`src/sv/jsu_pkg.sv`:
```
`default_nettype none

package jsu_pkg;

  // result kinds
  localparam logic [1:0] KIND_DATA = 2'd0;
  localparam logic [1:0] KIND_DONE = 2'd1;
  localparam logic [1:0] KIND_ERR  = 2'd2;

  // error codes
  localparam logic [2:0] ERR_NO_QUOTE     = 3'd0;
  localparam logic [2:0] ERR_CONTROL      = 3'd1;
  localparam logic [2:0] ERR_BAD_ESCAPE   = 3'd2;
  localparam logic [2:0] ERR_BAD_HEX      = 3'd3;
  localparam logic [2:0] ERR_SURROGATE    = 3'd4;
  localparam logic [2:0] ERR_UNTERMINATED = 3'd5;

  // up to three results caused by one input word, first result in bytes[0]
  typedef struct packed {
    logic [1:0]      cnt;
    logic [1:0]      kind;
    logic [2:0]      err;
    logic [2:0][7:0] bytes;
  } jsu_group_t;

endpackage

`default_nettype wire

```
`src/sv/jsu_decoder.sv`:
```
`default_nettype none

module jsu_decoder (
  input  wire logic               clk,
  input  wire logic               rst,
  input  wire logic               step,
  input  wire logic [7:0]         in_byte,
  input  wire logic               input_end,
  output jsu_pkg::jsu_group_t     grp
);
  import jsu_pkg::*;

  typedef enum logic [1:0] {
    MODE_IDLE,
    MODE_STR,
    MODE_ESC,
    MODE_HEX
  } mode_t;

  localparam logic [7:0] CH_QUOTE = 8'h22;
  localparam logic [7:0] CH_BSLASH = 8'h5c;
  localparam logic [7:0] CH_SLASH = 8'h2f;
  localparam logic [7:0] CH_SPACE = 8'h20;

  mode_t       mode, mode_next;
  logic [1:0]  hex_count, hex_count_next;
  logic [15:0] code_point, code_point_next;

  logic        hex_ok;
  logic [3:0]  hex_val;
  logic [15:0] cp_shift;

  // ascii hex digit to nibble
  function automatic logic [4:0] hex_digit(input logic [7:0] c);
    logic [4:0] r;
    r = '0;
    if (c >= 8'h30 && c <= 8'h39) begin
      r = {1'b1, c[3:0]};
    end else if ((c >= 8'h61 && c <= 8'h66) || (c >= 8'h41 && c <= 8'h46)) begin
      r = {1'b1, c[3:0] + 4'd9};
    end
    return r;
  endfunction

  assign {hex_ok, hex_val} = hex_digit(in_byte);
  assign cp_shift = {code_point[11:0], hex_val};

  always_comb begin
    mode_next       = mode;
    hex_count_next  = hex_count;
    code_point_next = code_point;
    grp             = '0;
    if (input_end) begin
      if (mode != MODE_IDLE) begin
        mode_next       = MODE_IDLE;
        hex_count_next  = '0;
        code_point_next = '0;
        grp.cnt         = 2'd1;
        grp.kind        = KIND_ERR;
        grp.err         = ERR_UNTERMINATED;
      end
    end else begin
      unique case (mode)
        MODE_IDLE: begin
          if (in_byte == CH_QUOTE) begin
            mode_next = MODE_STR;
          end else begin
            grp.cnt  = 2'd1;
            grp.kind = KIND_ERR;
            grp.err  = ERR_NO_QUOTE;
          end
        end
        MODE_STR: begin
          grp.cnt = 2'd1;
          if (in_byte == CH_QUOTE) begin
            mode_next = MODE_IDLE;
            grp.kind  = KIND_DONE;
          end else if (in_byte < CH_SPACE) begin
            mode_next       = MODE_IDLE;
            hex_count_next  = '0;
            code_point_next = '0;
            grp.kind        = KIND_ERR;
            grp.err         = ERR_CONTROL;
          end else if (in_byte == CH_BSLASH) begin
            mode_next = MODE_ESC;
            grp.cnt   = 2'd0;
          end else begin
            grp.kind     = KIND_DATA;
            grp.bytes[0] = in_byte;
          end
        end
        MODE_ESC: begin
          grp.cnt   = 2'd1;
          grp.kind  = KIND_DATA;
          mode_next = MODE_STR;
          case (in_byte)
            CH_QUOTE:  grp.bytes[0] = CH_QUOTE;
            CH_BSLASH: grp.bytes[0] = CH_BSLASH;
            CH_SLASH:  grp.bytes[0] = CH_SLASH;
            8'h62:     grp.bytes[0] = 8'h08;
            8'h66:     grp.bytes[0] = 8'h0c;
            8'h6e:     grp.bytes[0] = 8'h0a;
            8'h72:     grp.bytes[0] = 8'h0d;
            8'h74:     grp.bytes[0] = 8'h09;
            8'h75: begin
              mode_next       = MODE_HEX;
              hex_count_next  = '0;
              code_point_next = '0;
              grp.cnt         = 2'd0;
            end
            default: begin
              mode_next       = MODE_IDLE;
              hex_count_next  = '0;
              code_point_next = '0;
              grp.kind        = KIND_ERR;
              grp.err         = ERR_BAD_ESCAPE;
            end
          endcase
        end
        MODE_HEX: begin
          if (!hex_ok) begin
            mode_next       = MODE_IDLE;
            hex_count_next  = '0;
            code_point_next = '0;
            grp.cnt         = 2'd1;
            grp.kind        = KIND_ERR;
            grp.err         = ERR_BAD_HEX;
          end else if (hex_count != 2'd3) begin
            hex_count_next  = hex_count + 2'd1;
            code_point_next = cp_shift;
          end else if (cp_shift[15:11] == 5'b11011) begin
            // d800..dfff
            mode_next       = MODE_IDLE;
            hex_count_next  = '0;
            code_point_next = '0;
            grp.cnt         = 2'd1;
            grp.kind        = KIND_ERR;
            grp.err         = ERR_SURROGATE;
          end else begin
            mode_next       = MODE_STR;
            hex_count_next  = '0;
            code_point_next = cp_shift;
            grp.kind        = KIND_DATA;
            if (cp_shift[15:7] == '0) begin
              grp.cnt      = 2'd1;
              grp.bytes[0] = cp_shift[7:0];
            end else if (cp_shift[15:11] == '0) begin
              grp.cnt      = 2'd2;
              grp.bytes[0] = {3'b110, cp_shift[10:6]};
              grp.bytes[1] = {2'b10, cp_shift[5:0]};
            end else begin
              grp.cnt      = 2'd3;
              grp.bytes[0] = {4'b1110, cp_shift[15:12]};
              grp.bytes[1] = {2'b10, cp_shift[11:6]};
              grp.bytes[2] = {2'b10, cp_shift[5:0]};
            end
          end
        end
        default: mode_next = MODE_IDLE;
      endcase
    end
  end

  always_ff @(posedge clk) begin
    if (rst) begin
      mode       <= MODE_IDLE;
      hex_count  <= '0;
      code_point <= '0;
    end else if (step) begin
      mode       <= mode_next;
      hex_count  <= hex_count_next;
      code_point <= code_point_next;
    end
  end

endmodule

`default_nettype wire

```
`src/sv/json_string_unescape_utf8.sv`:
```
// channel  direction  handshake           payload
// in       input      in_valid/in_stall   in_byte[7:0], input_end
// out      output     out_valid/out_stall kind[1:0], data_byte[7:0], error_code[2:0], last
//
// one input word a cycle while not stalled; results pass input, then group register
// a \u escape gives up to three words, one a cycle from the group register unless stalled
// input stalls only while the group register still holds words that are not yet taken
// rst (synchronous) returns the decoder to idle and drops any held words
`default_nettype none

module json_string_unescape_utf8 (
  input  wire logic       clk,
  input  wire logic       rst,
  input  wire logic       in_valid,
  output      logic       in_stall,
  input  wire logic [7:0] in_byte,
  input  wire logic       input_end,
  output      logic       out_valid,
  input  wire logic       out_stall,
  output      logic [1:0] kind,
  output      logic [7:0] data_byte,
  output      logic [2:0] error_code,
  output      logic       last
);
  import jsu_pkg::*;

  // input register
  logic       s1_valid;
  logic [7:0] s1_byte;
  logic       s1_end;

  // group register: results of one word, head in bytes[0]
  jsu_group_t grp;
  jsu_group_t dec_grp;

  logic in_take;
  logic out_take;
  logic grp_free;
  logic step;

  assign out_take = out_valid && !out_stall;
  // group can take a fresh set once empty or when its final word leaves now
  assign grp_free = (grp.cnt == 2'd0) || (out_take && grp.cnt == 2'd1);
  assign step     = s1_valid && grp_free;
  assign in_stall = s1_valid && !grp_free;
  assign in_take  = in_valid && !in_stall;

  jsu_decoder u_dec (
    .clk       (clk),
    .rst       (rst),
    .step      (step),
    .in_byte   (s1_byte),
    .input_end (s1_end),
    .grp       (dec_grp)
  );

  always_ff @(posedge clk) begin
    if (rst) begin
      s1_valid <= 1'b0;
    end else if (in_take) begin
      s1_valid <= 1'b1;
    end else if (step) begin
      s1_valid <= 1'b0;
    end
  end

  always_ff @(posedge clk) begin
    if (in_take) begin
      s1_byte <= in_byte;
      s1_end  <= input_end;
    end
  end

  // count is control and is reset, the rest is payload
  always_ff @(posedge clk) begin
    if (rst) begin
      grp.cnt <= '0;
    end else if (step) begin
      grp.cnt <= dec_grp.cnt;
    end else if (out_take) begin
      grp.cnt <= grp.cnt - 2'd1;
    end
    if (step) begin
      grp.kind  <= dec_grp.kind;
      grp.err   <= dec_grp.err;
      grp.bytes <= dec_grp.bytes;
    end else if (out_take) begin
      // shift the next utf-8 byte to the head
      grp.bytes <= {8'h00, grp.bytes[2], grp.bytes[1]};
    end
  end

  assign out_valid  = grp.cnt != 2'd0;
  assign kind       = grp.kind;
  assign data_byte  = grp.bytes[0];
  assign error_code = grp.err;
  assign last       = grp.cnt == 2'd1;

endmodule

`default_nettype wire

```
`config.mk`:
```
export PLATFORM = sky130hd
export DESIGN_NAME = json_string_unescape_utf8
export DESIGN_NICKNAME = d
export VERILOG_FILES = /design/src/sv/jsu_pkg.sv /design/src/sv/jsu_decoder.sv /design/src/sv/json_string_unescape_utf8.sv
export SDC_FILE = /design/constraint.sdc
export NUM_CORES = 1
export LEC_CHECK = 0
export BUFFER_PORTS_ARGS = -buffer_cell sky130_fd_sc_hd__buf_2
export CAP_MARGIN = 20
export CORE_MARGIN = 3
export CORE_UTILIZATION = 60
export CTS_CLUSTER_DIAMETER = 40
export DETAILED_ROUTE_END_ITERATION = 8
export PLACE_DENSITY_LB_ADDON = 0.15
export SYNTH_ARGS = -nofsm -noshare
export SYNTH_HDL_FRONTEND = slang
export SYNTH_SLANG_ARGS = --single-unit
```
`constraint.sdc`:
```
create_clock -name clk -period 3.8 [get_ports clk]
set_input_delay 0 -clock clk [delete_from_list [all_inputs] [get_ports clk]]
set_output_delay 0 -clock clk [all_outputs]
set_load 0.03 [all_outputs]
```
==> results of run 1 <==
-- per-stage QoR --
stage / util / worst slack, ps / instances
final: 0.682 / 1040 / 425
after global routing: 0.682 / 885 / 425
after CTS: 0.682 / 1070 / 425
after detailed placement: 0.645 / 1080 / 407
after global placement: 0.645 / 1100 / 407
after floorplan: - / 1070 / 337
-- metal layers --
layer,track usage,vias up
met4,0.0997,0
met2,0.428,187
li1,-,1309
met3,0.0519,31
met1,0.373,1332
met5,0,-
-- synthesized netlist by cell type (2+ instances only) --
| library cell | n | area share |
|---|---|---|
| o2111ai_1 | 2 | 0.0054 |
| mux2i_1 | 5 | 0.015 |
| o31ai_1 | 6 | 0.014 |
| or4_1 | 4 | 0.0092 |
| nand2_1 | 25 | 0.029 |
| nor2b_1 | 2 | 0.0038 |
| o32ai_1 | 13 | 0.035 |
| a32oi_1 | 2 | 0.0054 |
| dfxtp_1 | 19 | 0.12 |
| and2_1 | 2 | 0.0038 |
| buf_4 | 13 | 0.030 |
| nand2b_1 | 5 | 0.0096 |
| edfxtp_1 | 36 | 0.33 |
| nor3_1 | 14 | 0.021 |
| o21ai_1 | 6 | 0.0092 |
| a21oi_1 | 14 | 0.021 |
| a31oi_1 | 2 | 0.0038 |
| o21a_1 | 3 | 0.0069 |
| o221ai_1 | 2 | 0.0054 |
| ha_1 | 8 | 0.031 |
| a221o_1 | 2 | 0.0061 |
| nand3_1 | 9 | 0.014 |
| o21ai_0 | 10 | 0.015 |
| nor2_2 | 5 | 0.0096 |
| buf_6 | 2 | 0.0069 |
| and3_1 | 2 | 0.0038 |
| a211oi_1 | 3 | 0.0069 |
| inv_1 | 26 | 0.030 |
| a32o_1 | 3 | 0.0092 |
| a22oi_1 | 9 | 0.021 |
| nor4b_1 | 2 | 0.0054 |
| nor2_1 | 21 | 0.024 |
| buf_2 | 3 | 0.0046 |
| a2111o_1 | 2 | 0.0069 |
| clkbuf_1 | 11 | 0.013 |
| nor4_1 | 2 | 0.0038 |
| nand4_1 | 2 | 0.0038 |
| a2bb2oi_1 | 2 | 0.0054 |
-- what timing repair did --
action,4_1_cts,5_1_grt
setup buffers,0,0
hold buffers,10,0
hold endpoints to repair,10,0
-- tightest hold or removal path, cell delays in order --
cell and delay [ps]:
buf_2 110, nor4b_1 60, nor3_1 110
-- where the power goes --
group / internal [mW] / leakage (nW) / switching, mW
clock: 0.132 / 0.0485 / 0.198
combinational: 0.0852 / 0.669 / 0.173
sequential: 0.713 / 0.505 / 0.0361
-- cell families (layout without fill, tap and decap cells) --
logic type,Yosys count,count (layout),synth area share
flops,55,55,0.447
simple gates,112,112,0.190
compound gates,98,98,0.226
buf+inv,58,76,0.0873
fa+ha+maj,8,8,0.0306
mux,6,6,0.0188
-- layout by cell type (no fill, tap or decap), types with 13 or more instances in the layout --
cell type / n
edfxtp_1: 36
buf_2: 28
inv_1: 26
nand2_1: 25
nor2_1: 21
dfxtp_1: 19
nor3_1: 14
a21oi_1: 14
o32ai_1: 13
-- sequential cells by signal, summed over array words and instances, names as in the netlist --
register / cells
grp: 16
u_dec.code_point: 12
data_byte: 8
s1_byte: 8
error_code: 3
kind: 2
u_dec.hex_count: 2
u_dec.mode: 2
s1_end: 1
s1_valid: 1
-- how the worst max path moves through the flow --
stage / startpoint / endpoint / slack (ps)
global route: s1_byte[0]$_DFFE_PP_ / data_byte[2]$_DFFE_PP_ / 880
detailed placement: s1_byte[0]$_DFFE_PP_ / data_byte[5]$_DFFE_PP_ / 1080
floorplan: grp[29]$_SDFFE_PP0P_ / grp[29]$_SDFFE_PP0P_ / 1070
global placement: s1_byte[0]$_DFFE_PP_ / data_byte[0]$_DFFE_PP_ / 1100
finish: s1_byte[0]$_DFFE_PP_ / data_byte[5]$_DFFE_PP_ / 1040
CTS: s1_byte[0]$_DFFE_PP_ / data_byte[5]$_DFFE_PP_ / 1070
-- cell type report --
cell class	count	area [um^2]	share of cell area
multi-input cells	224	1530	0.433
flip-flops and latches	55	1460	0.414
repair buffers	40	255	0.0724
inverters	28	105	0.0298
well taps	70	87.6	0.0248
clock buffers	5	68.8	0.0195
clock inverters	3	22.5	0.00639
==> out/results.tsv, run 1 <==
metric	value	unit
status	complete, no violations	
drc	0	
grt_pass1_wl	13400	um
antenna_found_initial	0	
fin_area	3530	um^2
dr_wl_met2	3670	um
cts_resized	0	
first_pass_iters	8	
finalNetCount	375	
maxCapViolCount	0	
powerDensity	379	nW/um^2
htree_levels	2	
endpoint_kind	flop	
diodes	0	
p_total	1.34	mW
critical_path_class	reg2reg	
worstMarginPinSlew	891	ps
worstSkewPairLatency	310	ps
hold_path_class	in2reg	
grt_usage	0.272	
hold_viol	0	
port-buffer-count	28	
crit_family	simple AND/OR/NAND/NOR gates	
vias_per_cell	6.73	
synth.distinct_cells	76	
path_clk_slew	100	ps
chipWidth	79.8	um
cts_made_buffers	5	
syn_inst	337	
wire_per_inst	18.9	um
r2r_start	s1_byte[0]$_DFFE_PP_	
clock-sinks	55	
hpwl	5830	um
slowest_stage	or3b_2	
critPathBufInv	1	
netlist_area	3270	um^2
gp_congestion	0.928	
die_area	6370	um^2
grt-ovfl-total	0	
worstHoldStart	out_stall	
grt_pass1_vias	2682	
rrSetupSlack	1040	ps
regToRegEndpoint	data_byte[5]$_DFFE_PP_	
slew_viol_final	0	
rows	26	
start_util	0.632	
startpoint_type	flop	
cp.arrival	2820	ps
filler_cell_count	404	
ant_nets	0	
synth-seq-cells	55	
worstPathRequired	3870	ps
dr_total_vias	2859	
min_to	grp[30]$_SDFFE_PP0P_	
highest_layer	met4	
syn_nets	358	
min_path_cells	3	
crit_cells	7	
setup_viol	0	
seq_area_frac_synth	0.447	
met1_length	3360	um
die_h	79.8	um
syn_avg_cell_area	9.70	um^2
synthArstFlopShare	0	
root_buffer	clkbuf_8	
placed_area	3330	um^2
drive_above_1_share	0.158	
met3WireLength	720	um
finalClockSkew	7.93	ps
p_leak	1.22	nW
fin_crit_sh	0.726	
period_needed	2760	ps
io_pins	29	
synth_edf_count	36	
peakVddDrop	0.000259	V
rsz0062_at_grt	false	
tritoncts	done	
max_slew_margin	0.405	
grt_max_degree	26	
wl	8030	um
syn_to_final_growth	7.89	%
rr_worst_depth	7	
holdWs	10.6	ps
drtIter0Drc	414	
ys.flop_type	edfxtp_1	
ys_warn_count	0	
cpPeakStageDelay	520	ps
worstPathMaxFanout	7	
clockBufferDepth	2	
fmax	0.363	GHz
core	5170	um^2
path_cells	inv_1 > ha_1 > or3b_2 > or2_0 > a32o_1 > a22oi_1 > o21ai_1	
timing.setup.tns	0	ps
Power figures use the tool's default switching activity.
==> run 2, diff against run 1 <==
--- a/config.mk
+++ b/config.mk
@@ -5,6 +5,7 @@
 export SDC_FILE = /design/constraint.sdc
 export NUM_CORES = 1
 export LEC_CHECK = 0
+export ABC_AREA = 1
 export BUFFER_PORTS_ARGS = -buffer_cell sky130_fd_sc_hd__buf_2
 export CAP_MARGIN = 20
 export CORE_MARGIN = 3
==> constraint.sdc (replaced) <==
create_clock -name clk -period 2.8 [get_ports clk]
set_input_delay 0 -clock clk [delete_from_list [all_inputs] [get_ports clk]]
set_output_delay 0 -clock clk [all_outputs]
set_load 0.03 [all_outputs]
==> run 2 against run 1 <==
- cell area increased by 7.8%
- setup slack got worse by 640 ps
- routed wire length up 3.7%
- power grew 82%
- synthesized cell count is 34% higher
- critical path depth increased by 2
- largest cell class unchanged
==> out/results.tsv, run 2 <==
metric	value	unit	change
period_needed	2400	ps	was 2760 ps
synth.distinct_cells	37		was 76
endpoint_kind	flop		unchanged
tritoncts	done		unchanged
wl	8330	um	was 8030 um
drc	0		unchanged
largest_register_ffs	16		unchanged
port-buffer-count	28		unchanged
htree_levels	2		unchanged
first_pass_iters	5		was 8
grt_pass1_vias	2880		was 2682
die_area	6830	um^2	was 6370 um^2
rr_worst_depth	9		was 7
slew_viol_final	0		unchanged
final_cell_mix	101 x nand2_1, 56 x nor2_1, 53 x inv_1		was 36 x edfxtp_1, 28 x buf_2, 26 x inv_1
hold_path_class	in2reg		unchanged
worstPathRequired	3040	ps	was 3870 ps
holdWs	105	ps	was 10.6 ps
syn_avg_cell_area	7.79	um^2	was 9.70 um^2
grt_pass1_wl	14000	um	was 13400 um
worstMarginPinSlew	613	ps	was 891 ps
reg_top3	grp: 16 flops, u_dec.code_point: 12 flops		unchanged
ys_warn_count	0		unchanged
synth_area_leaders	edfxtp_1 31%, dfxtp_1 11%, nand2_1 11%		was edfxtp_1 33%, dfxtp_1 12%, o32ai_1 3.5%
core	5610	um^2	was 5170 um^2
min_path_cells	2		was 3
die_h	82.7	um	was 79.8 um
cpMostUsedCell	nand2_1		
synthAdderAreaFrac	0.0284		was 0.0306
maxCapViolCount	0		unchanged
fmax	0.416	GHz	was 0.363 GHz
peakVddDrop	0.000348	V	was 0.000259 V
synth.most_common_cell	nand2_1		was edfxtp_1
synth_common_cells	101 x nand2_1, 56 x nor2_1, 53 x inv_1, 36 x edfxtp_1, 36 x nand3_1		was 36 x edfxtp_1, 26 x inv_1, 25 x nand2_1, 21 x nor2_1, 19 x dfxtp_1
syn_nets	474		was 358
clock-sinks	55		unchanged
grt_max_degree	24		was 26
path_clk_slew	100	ps	about the same
finalClockSkew	9.88	ps	was 7.93 ps
cp.arrival	2640	ps	was 2820 ps
synth_top_family_by_area	simple AND/OR/NAND/NOR gates		was compound AO/OA/AOI/OAI gates
timing.setup.tns	0	ps	unchanged
synth_xor_area_frac	0		unchanged
synth_edf_count	36		unchanged
regMostFlops	grp		unchanged
powerDensity	640	nW/um^2	was 379 nW/um^2
grt-ovfl-total	0		unchanged
startpoint_type	flop		unchanged
seq_area_frac_synth	0.414		was 0.447
ys.flop_type	edfxtp_1		unchanged
drive_above_1_share	0.180		was 0.158
fin_crit_sh	0.858		was 0.726
final_common_cell	nand2_1		was edfxtp_1
clockBufferDepth	2		unchanged
synth.top_cell.area_share	0.306		was 0.331
synth_top_area_cell	edfxtp_1		unchanged
diodes	0		unchanged
start_util	0.629		was 0.632
synth-seq-cells	55		unchanged
finalNetCount	498		was 375
critPathBufInv	1		unchanged
dr_total_vias	3139		was 2859
io_pins	29		unchanged
hpwl	6380	um	was 5830 um
path_cells	ha_1 > a21oi_1 > nor2_2 > nand2_1 > a31oi_2 > nand2_4 > inv_2 > nand2_1 > a21oi_2		was inv_1 > ha_1 > or3b_2 > or2_0 > a32o_1 > a22oi_1 > o21ai_1
chipWidth	82.7	um	was 79.8 um
crit_cells	9		was 7
rsz0062_at_grt	false		unchanged
cts_resized	0		unchanged
postCtsHoldBufs	10		unchanged
root_buffer	clkbuf_8		unchanged
antenna_found_initial	0		unchanged
slowest_stage	nor2_2		was or3b_2
wire_per_inst	15.1	um	was 18.9 um
grt_usage	0.269		was 0.272
setup_viol	0		unchanged
synthArstFlopShare	0		unchanged
worstPathMaxFanout	15		was 7
p_leak	1.65	nW	was 1.22 nW
vias_per_cell	5.71		was 6.73
muxShareOfSynthArea	0		was 0.0188
synth_compound_area_frac	0.130		was 0.226
drtIter0Drc	253		was 414
cts_setup_buffers	0		unchanged
status	complete, no violations		unchanged
yosys.area_share.simple	0.311		was 0.190
crit_family	simple AND/OR/NAND/NOR gates		unchanged
hold_viol	0		unchanged
cpPeakStageDelay	500	ps	was 520 ps
max_slew_margin	0.591		was 0.405
cts_made_buffers	5		unchanged
rows	27		was 26
ant_nets	0		unchanged
syn_inst	453		was 337
syn_to_final_growth	7.80	%	was 7.89%
netlist_area	3530	um^2	was 3270 um^2
utilization	0.678		was 0.682
critical_path_class	reg2reg		unchanged
gp_congestion	0.978		was 0.928
worstSkewPairLatency	310	ps	about the same
[run 2: cell count changes in the layout (fill, tap and decap cells not counted), sizes merged, moves of 12 or more]
cell,previous run,this run
nor2,27,64
o32ai,13,1
inv,28,61
a21oi,14,29
nand2,26,115
nand3,9,40
[run 2: worst register-to-register path, delay by kind of cell, from the launching register on]
kind | cells | cell delay [ps]
DFF | 1 | 380
buffers and inverters | 1 | 200
AOI/OAI and AO/OA | 3 | 590
and+or+nand+nor | 4 | 990
adders and majority gates | 1 | 180
[run 2: logic make-up (layout without fill, tap and decap cells)]
| group | after synthesis | count (layout) |
|---|---|---|
| AOI/OAI and AO/OA | 68 | 68 |
| buffers and inverters | 86 | 111 |
| adders and majority gates | 8 | 8 |
| and+or+nand+nor | 236 | 236 |
| DFF | 55 | 55 |
[run 2: final cells by class]
type	count	area (um^2)
Fill cell	505	1810
Multi-Input combinational cell	312	1660
Sequential cell	55	1460
Timing Repair Buffer	41	263
Inverter	62	233
Tap cell	72	90.1
Clock buffer	5	68.8
Clock inverter	3	28.8
[run 2: per-layer routing]
layer	wire length (um)	track usage
met5	0	0
met4	181	0.0768
met3	532	0.0282
met2	3790	0.429
met1	3820	0.387
[run 2: final timing paths]
check | from | end | slack, ps
setup / recovery | grp[29]$_SDFFE_PP0P_ | u_dec.code_point[6]$_SDFFE_PP0P_ | 400
hold / removal | rst | u_dec.code_point[4]$_SDFFE_PP0P_ | 100
setup reg to reg | grp[29]$_SDFFE_PP0P_ | u_dec.code_point[6]$_SDFFE_PP0P_ | 400
hold reg to reg | u_dec.code_point[4]$_SDFFE_PP0P_ | u_dec.code_point[4]$_SDFFE_PP0P_ | 510
[run 2: stage by stage]
stage               instance area, um^2  worst slack, ps  power (mW)  instances
global placement                   3600              547        1.96        532
global route                       3800              223        2.59        550
finish                             3800              398        2.43        550
CTS                                3800              420        2.45        550
detailed placement                 3600              469        1.99        532
floorplan                          3530              675        1.85        453
[run 2: report_power, final]
group,internal [mW],total [mW],switching [mW],leakage [nW]
registers,1.13,1.20,0.0716,0.503
logic,0.213,0.776,0.564,1.09
clock network,0.186,0.454,0.268,0.0502
